## config.mk

```make
export PLATFORM = sky130hd
export DESIGN_NAME = pfa_ctrl
export DESIGN_NICKNAME = d
export VERILOG_FILES = /design/src/hw/rtl/pfa_pkg.sv /design/src/hw/rtl/pfa_ctrl.sv
export SDC_FILE = /design/constraint.sdc
export NUM_CORES = 1
export LEC_CHECK = 0
export BUFFER_PORTS_ARGS = -buffer_cell sky130_fd_sc_hd__buf_2
export CAP_MARGIN = 5
export CORE_AREA = 3 3 40 42
export CTS_BUF_LIST = sky130_fd_sc_hd__clkbuf_4
export DETAILED_ROUTE_END_ITERATION = 8
export DIE_AREA = 0 0 43 45
export GPL_TIMING_DRIVEN = 0
export PLACE_DENSITY = 0.62
export SLEW_MARGIN = 10
export SYNTH_ARGS = -nofsm -noshare
export SYNTH_HDL_FRONTEND = slang
export SYNTH_SLANG_ARGS = --single-unit
```

## constraint.sdc

```tcl
create_clock -name clk -period 2.36 [get_ports clk]
set_clock_uncertainty 0.05 [all_clocks]
set_input_delay 0.236 -clock clk [delete_from_list [all_inputs] [get_ports clk]]
set_output_delay 0.236 -clock clk [all_outputs]
set_load 0.005 [all_outputs]
```

## src/hw/rtl/pfa_pkg.sv

```systemverilog
// Package for the physical frame allocator: payload structs, command, status
// and owner codes, and the control/status structs between controller and datapath.
// No dependencies.
`default_nettype none

package pfa_pkg;

  // Fixed field widths.
  localparam int CFG_W  = 10;
  localparam int ADDR_W = 21;

  // Request commands.
  localparam logic [1:0] CMD_INIT   = 2'd0;
  localparam logic [1:0] CMD_ALLOC  = 2'd1;
  localparam logic [1:0] CMD_ASSIGN = 2'd2;

  // Response status codes.
  localparam logic [1:0] ST_OK      = 2'd0;
  localparam logic [1:0] ST_NO_FREE = 2'd1;
  localparam logic [1:0] ST_REJECT  = 2'd2;

  // Owner codes kept in the frame table.
  localparam logic [7:0] OWNER_FREE     = 8'h00;
  localparam logic [7:0] OWNER_RESERVED = 8'hFF;
  localparam logic [7:0] OWNER_KERNEL   = 8'hFE;

  // Configuration register indexes.
  localparam logic [1:0] REG_IO_FIRST = 2'd0;
  localparam logic [1:0] REG_IO_END   = 2'd1;
  localparam logic [1:0] REG_KER_FIRST = 2'd2;
  localparam logic [1:0] REG_KER_END  = 2'd3;

  // Result selection codes.
  typedef logic [2:0] res_sel_t;
  localparam res_sel_t RES_NONE    = 3'd0;
  localparam res_sel_t RES_NO_FREE = 3'd1;
  localparam res_sel_t RES_REJECT  = 3'd2;
  localparam res_sel_t RES_ALLOC   = 3'd3;
  localparam res_sel_t RES_ASSIGN  = 3'd4;

  typedef struct packed {
    logic [1:0]        command;
    logic signed [7:0] owner_code;
    logic [31:0]       page_address;
  } req_t;

  typedef struct packed {
    logic [1:0]        status;
    logic [ADDR_W-1:0] frame_address;
  } rsp_t;

  typedef struct packed {
    logic [CFG_W-1:0] io_hole_first_frame;
    logic [CFG_W-1:0] io_hole_end_frame;
    logic [CFG_W-1:0] kernel_first_frame;
    logic [CFG_W-1:0] kernel_end_frame;
  } cfg_t;

  typedef struct packed {
    logic [7:0] owner;
    logic [7:0] count;
  } entry_t;

  // Commands from the controller to the datapath.
  typedef struct packed {
    logic     capture;
    logic     ptr_zero;
    logic     ptr_hint;
    logic     clear_wr;
    logic     init_wr;
    logic     scan;
    logic     alloc_wr;
    logic     asn_rd;
    logic     asn_wr;
    logic     res_load;
    res_sel_t res_sel;
    logic     out_load;
  } ctrl_t;

  // Status from the datapath to the controller.
  typedef struct packed {
    logic sweep_last;
    logic found;
    logic exhausted;
    logic asn_bad;
    logic asn_busy;
    logic out_free;
  } stat_t;

endpackage

`default_nettype wire

```

## src/hw/rtl/pfa_ctrl.sv

```systemverilog
// Controller state machine of the physical frame allocator.
// Depends on pfa_pkg; drives the datapath pfa_dp through pfa_pkg::ctrl_t.
`default_nettype none

module pfa_ctrl (
  input  wire logic           clk,
  input  wire logic           rst,
  input  wire logic           req_valid,
  input  wire logic [1:0]     req_command,
  input  wire pfa_pkg::stat_t stat,
  output pfa_pkg::ctrl_t      ctl,
  output logic                req_ready
);

  localparam logic [2:0] S_CLEAR   = 3'd0;
  localparam logic [2:0] S_IDLE    = 3'd1;
  localparam logic [2:0] S_INIT    = 3'd2;
  localparam logic [2:0] S_SCAN    = 3'd3;
  localparam logic [2:0] S_ASN_RD  = 3'd4;
  localparam logic [2:0] S_ASN_CHK = 3'd5;
  localparam logic [2:0] S_DONE    = 3'd6;

  logic [2:0] state;
  logic [2:0] state_next;

  always_ff @(posedge clk) begin
    if (rst) begin
      state <= S_CLEAR;
    end else begin
      state <= state_next;
    end
  end

  assign req_ready = (state == S_IDLE);

  always_comb begin
    ctl        = '0;
    ctl.res_sel = pfa_pkg::RES_NONE;
    state_next = state;
    case (state)
      S_CLEAR: begin
        ctl.clear_wr = 1'b1;
        if (stat.sweep_last) begin
          state_next = S_IDLE;
        end
      end
      S_IDLE: begin
        if (req_valid) begin
          ctl.capture = 1'b1;
          case (req_command)
            pfa_pkg::CMD_INIT: begin
              ctl.ptr_zero = 1'b1;
              state_next   = S_INIT;
            end
            pfa_pkg::CMD_ALLOC: begin
              ctl.ptr_hint = 1'b1;
              state_next   = S_SCAN;
            end
            pfa_pkg::CMD_ASSIGN: begin
              state_next = S_ASN_RD;
            end
            default: begin
              // Unused command: no state change, plain ok answer.
              ctl.res_load = 1'b1;
              state_next   = S_DONE;
            end
          endcase
        end
      end
      S_INIT: begin
        ctl.init_wr = 1'b1;
        if (stat.sweep_last) begin
          ctl.res_load = 1'b1;
          state_next   = S_DONE;
        end
      end
      S_SCAN: begin
        ctl.scan = 1'b1;
        if (stat.found) begin
          ctl.alloc_wr = 1'b1;
          ctl.res_load = 1'b1;
          ctl.res_sel  = pfa_pkg::RES_ALLOC;
          state_next   = S_DONE;
        end else if (stat.exhausted) begin
          ctl.res_load = 1'b1;
          ctl.res_sel  = pfa_pkg::RES_NO_FREE;
          state_next   = S_DONE;
        end
      end
      S_ASN_RD: begin
        if (stat.asn_bad) begin
          ctl.res_load = 1'b1;
          ctl.res_sel  = pfa_pkg::RES_REJECT;
          state_next   = S_DONE;
        end else begin
          ctl.asn_rd = 1'b1;
          state_next = S_ASN_CHK;
        end
      end
      S_ASN_CHK: begin
        ctl.res_load = 1'b1;
        if (stat.asn_busy) begin
          ctl.res_sel = pfa_pkg::RES_REJECT;
        end else begin
          ctl.asn_wr  = 1'b1;
          ctl.res_sel = pfa_pkg::RES_ASSIGN;
        end
        state_next = S_DONE;
      end
      S_DONE: begin
        if (stat.out_free) begin
          ctl.out_load = 1'b1;
          state_next   = S_IDLE;
        end
      end
      default: begin
        state_next = S_IDLE;
      end
    endcase
  end

endmodule

`default_nettype wire

```

[Word level (Yosys, flattened, before mapping)]
Cells that the tools add are included.
Word-level totals
  bits in registers: 3
  output and inout port bits: 15
  logic and storage cells: 50
Operators by class
  mux-type cells: 32
  equal/unequal tests: 13
  reductions and logical operators: 4
Operators by type and width (count)
  $mux 3: 9
  $pmux 3 s7: 1
  $pmux 3 s3: 2
  $mux 1: 14
  $mux 4: 3
  $eq 3x3->1 const B: 3
  $ne 2x2->1 const B: 4
  $eq 3x2->1 const B: 2
  $pmux 1 s5: 1
  $reduce_and 5->1: 1
  $mux 2: 2
  $eq 3x1->1 const B: 1
  $logic_not 3->1: 1
  $ne 3x3->1 const B: 1
  $reduce_or 3->1: 1
  $eq 2x1->1 const B: 1
  $eq 2x2->1 const B: 1
  $logic_not 2->1: 1

[Logic depth before layout (Yosys ltp)]
  depth in word-level cells: 5
  mapped depth: 6
  gate-level depth less buffers: 5

[Worst setup path after synthesis]
OpenSTA, ideal clock, no wires.
  kind: reg2out
  start point: register state[2]
  end point: output port ctl[5] in the netlist's numbering
  arrival: 1.248 ns
  stages on the path, launching flop included: 4
  path buffers: 2
  slack: 0.826 ns
  path through: dfxtp_1 -> clkbuf_1 -> nor4bb_1 -> buf_4
RTL lines
  start, declared: RTL line pfa_ctrl.sv:23  | logic [2:0] state;
  start signal, assigned: RTL line pfa_ctrl.sv:30  | state <= state_next;
  end, declared: RTL line pfa_ctrl.sv:11  | output pfa_pkg::ctrl_t ctl,

==> results.sh <==
export IMPL_status="completed"
export IMPL_drive_above_1_share_pct=44.2
export IMPL_setup_ws_ns=0.386
export IMPL_synthXorXnorAreaFrac_pct=0
export IMPL_grt_pass1_wl_mm=1.73
export IMPL_io_pins=26
export IMPL_ctsHtreeMaxLevel=1
export IMPL_synthToLayoutAreaGrowth_pct=47.4
export IMPL_ys_warn_count=0
export IMPL_cts_buffers=3
export IMPL_intPower_uw=229
export IMPL_reg_top3="state: 3 flops"
export IMPL_setup_viol=0
export IMPL_rsz0062_at_grt="no"
export IMPL_start_util_pct=28.5
export IMPL_cts_clk_slew_worst_paths_ns=0.04
export IMPL_hold_viol=0
export IMPL_grt_usage_pct=11.5
export IMPL_dpl_hpwl_um=814
export IMPL_synth_compound_area_share_pct=24.2
export IMPL_clkLatencyLatePin_ns=0.23
export IMPL_grt_max_degree=11
export IMPL_numClockSinks=3
export IMPL_synthMuxAreaShare_pct=2.73
export IMPL_synth_top_family_by_area="simple AND/OR/NAND/NOR gates"
export IMPL_syn_avg_cell_area_um2=7.64
export IMPL_port_buffers=25
export IMPL_cts_resized=0
export IMPL_dr_first_iter_drc_count=13
export IMPL_antenna_left=0
export IMPL_routedWlPerCell_um=11.7
export IMPL_syn_cell_area_um2=367
export IMPL_largest_reg_flops=3
export IMPL_wirelength_mm=1.08
export IMPL_syn_inst=48
export IMPL_tns_ns=0
export IMPL_seq_power_share_pct=20.7
export IMPL_ir_worst_vdd_uv=180
export IMPL_nets=89
export IMPL_path_max_fanout=10
export IMPL_crit_type="reg -> out"
export IMPL_critPathRequiredTime_ns=2.07
export IMPL_hold_slack_ns=0.155
export IMPL_syn_nets=59
export IMPL_worst_pin_slew_ns=0.442
export IMPL_die_x_um=43
export IMPL_pre_cts_ws_ns=0.663
export IMPL_cts_hold_buf=0
export IMPL_synth_simple_gate_area_share_pct=47.1
export IMPL_endpoint_kind="primary output"
export IMPL_ys_ff_latch=3
export IMPL_timing_fmax_mhz=507
export IMPL_seq_area_frac_synth_pct=16.4
export IMPL_maxCapViolations=0
export IMPL_synth_adder_area_share_pct=0
export IMPL_grt_pass1_vias=395
export IMPL_core_area_um2=1280
export IMPL_routabilityCongestion=0.758
export IMPL_power_share_clock_pct=27.5
export IMPL_slew_headroom_pct=70.5
export IMPL_first_pass_iters=4
export IMPL_finalCriticalPeriod_ns=1.97
export IMPL_overflow=0
export IMPL_utilization_pct=42.1
export IMPL_min_path_type="in -> reg"
export IMPL_swShare_pct=37.1
export IMPL_post_route_period_util_pct=83.6
export IMPL_p_leak_uw=0.000287
export IMPL_cts_tree="built"
export IMPL_p_comb_share_pct=51.8
export IMPL_dr_total_vias=455
export IMPL_clock_path_buffers=2
export IMPL_p_sw_uw=135
export IMPL_die_area_um2=1940
export IMPL_final_max_slew_viol_count=0
export IMPL_top_register="state"
export IMPL_antenna_found_initial=0
export IMPL_postCtsSetupBuffers=0
export IMPL_rows=13
export IMPL_insertedDiodeCount=0
export IMPL_synth_distinct_cells=29
export IMPL_viasPerCell=4.95
export IMPL_remaining_drc_errors=0
export IMPL_p_per_area_nw_per_um2=672
export IMPL_cts_root_buf="clkbuf_4"
export IMPL_critPathLaunchType="flip-flop"
export IMPL_dieHeight_um=45
export IMPL_arrival_ns=1.69
## per-layer routing
layer | share of wire, % | track usage, %
met3 | 8.2 | 3.19
met2 | 39 | 15.0
met4 | 0 | 3.61
met1 | 53 | 17.7
met5 | 0 | 0
## cells in the mapped netlist
cell type  instances  area [um^2]
nand2b_1           2         12.5
nor3b_1            1         7.51
nor2_1             4         15.0
nor3_1             6         30.0
nor4bb_1           1         10.0
a211o_1            2         17.5
buf_4              1         7.51
nand3_1            1         5.00
and4b_1            1         10.0
a2111oi_0          1         8.76
buf_2              1         5.00
clkbuf_1           2         7.51
o21a_1             1         7.51
inv_2              1         3.75
and2_1             2         12.5
buf_6              1         11.3
and3b_1            1         8.76
nor3b_2            1         12.5
or3_1              1         6.26
a211oi_1           4         30.0
nor4b_1            2         17.5
nand2_1            1         3.75
or3b_1             1         8.76
nor2b_1            2         12.5
mux2i_1            1         10.0
o211a_1            1         10.0
o211ai_1           1         7.51
o21bai_1           1         7.51
dfxtp_1            3         60.1
## placed cells by master, fill, tap and decap left out, types with 2 or more instances in the layout
cell type and count:
buf_2 26, nor3_1 6, nor2_1 4, a211oi_1 4, clkbuf_4 4, dfxtp_1 3
and2_1 2, clkbuf_1 2, nand2b_1 2, nor2b_1 2, a211o_1 2, nor4b_1 2
## cell type report
cell class / count / area (um^2)
inverter: 1 / 3.75
fill: 146 / 744
tap: 15 / 18.8
multi-input combinational: 39 / 272
clock buffer: 4 / 30.0
timing repair buffer: 25 / 125
buffer: 5 / 31.3
sequential: 3 / 60.1
## path summary, 6_finish.rpt
| path | start | to | slack (ns) | cells after the start |
|---|---|---|---|---|
| hold / removal | rst | state[0] | 0.16 | 2 |
| setup / recovery | state[2] | ctl[5] | 0.39 | 4 |
| hold reg to reg | state[0] | state[1] | 0.76 | 3 |
| setup reg to reg | state[1] | state[1] | 0.90 | 3 |
## critical path, stage by stage, from the launching register on
cell	delay, ns
dfxtp_1	0.43
clkbuf_1	0.35
nor4bb_1	0.41
buf_4	0.17
buf_2	0.10
## cell families (layout without fill, tap and decap cells)
kind of cell           count (synthesis)  count (layout)
AND/OR/NAND/NOR                       27              27
AO/OA/AOI/OAI                         11              11
flip-flops                             3               3
multiplexers                           1               1
buffers and inverters                  6              35
## power by group through the flow
stage | Combinational, uW | Clock [uW] | Sequential, uW
floorplan | 126 | 0 | 71.6
detailed placement | 187 | 0 | 75.6
CTS | 188 | 104 | 74.8
global placement | 186 | 0 | 75.9
global route | 207 | 113 | 77.9
finish | 188 | 99.8 | 75.2
## per-stage QoR
step	total power, uW	cell area [um^2]	std cells
finish	363	541	92
detailed placement	263	510	88
global route	397	541	92
floorplan	198	367	48
global placement	262	510	88
CTS	367	541	92
(Power assumes the default switching activity.)
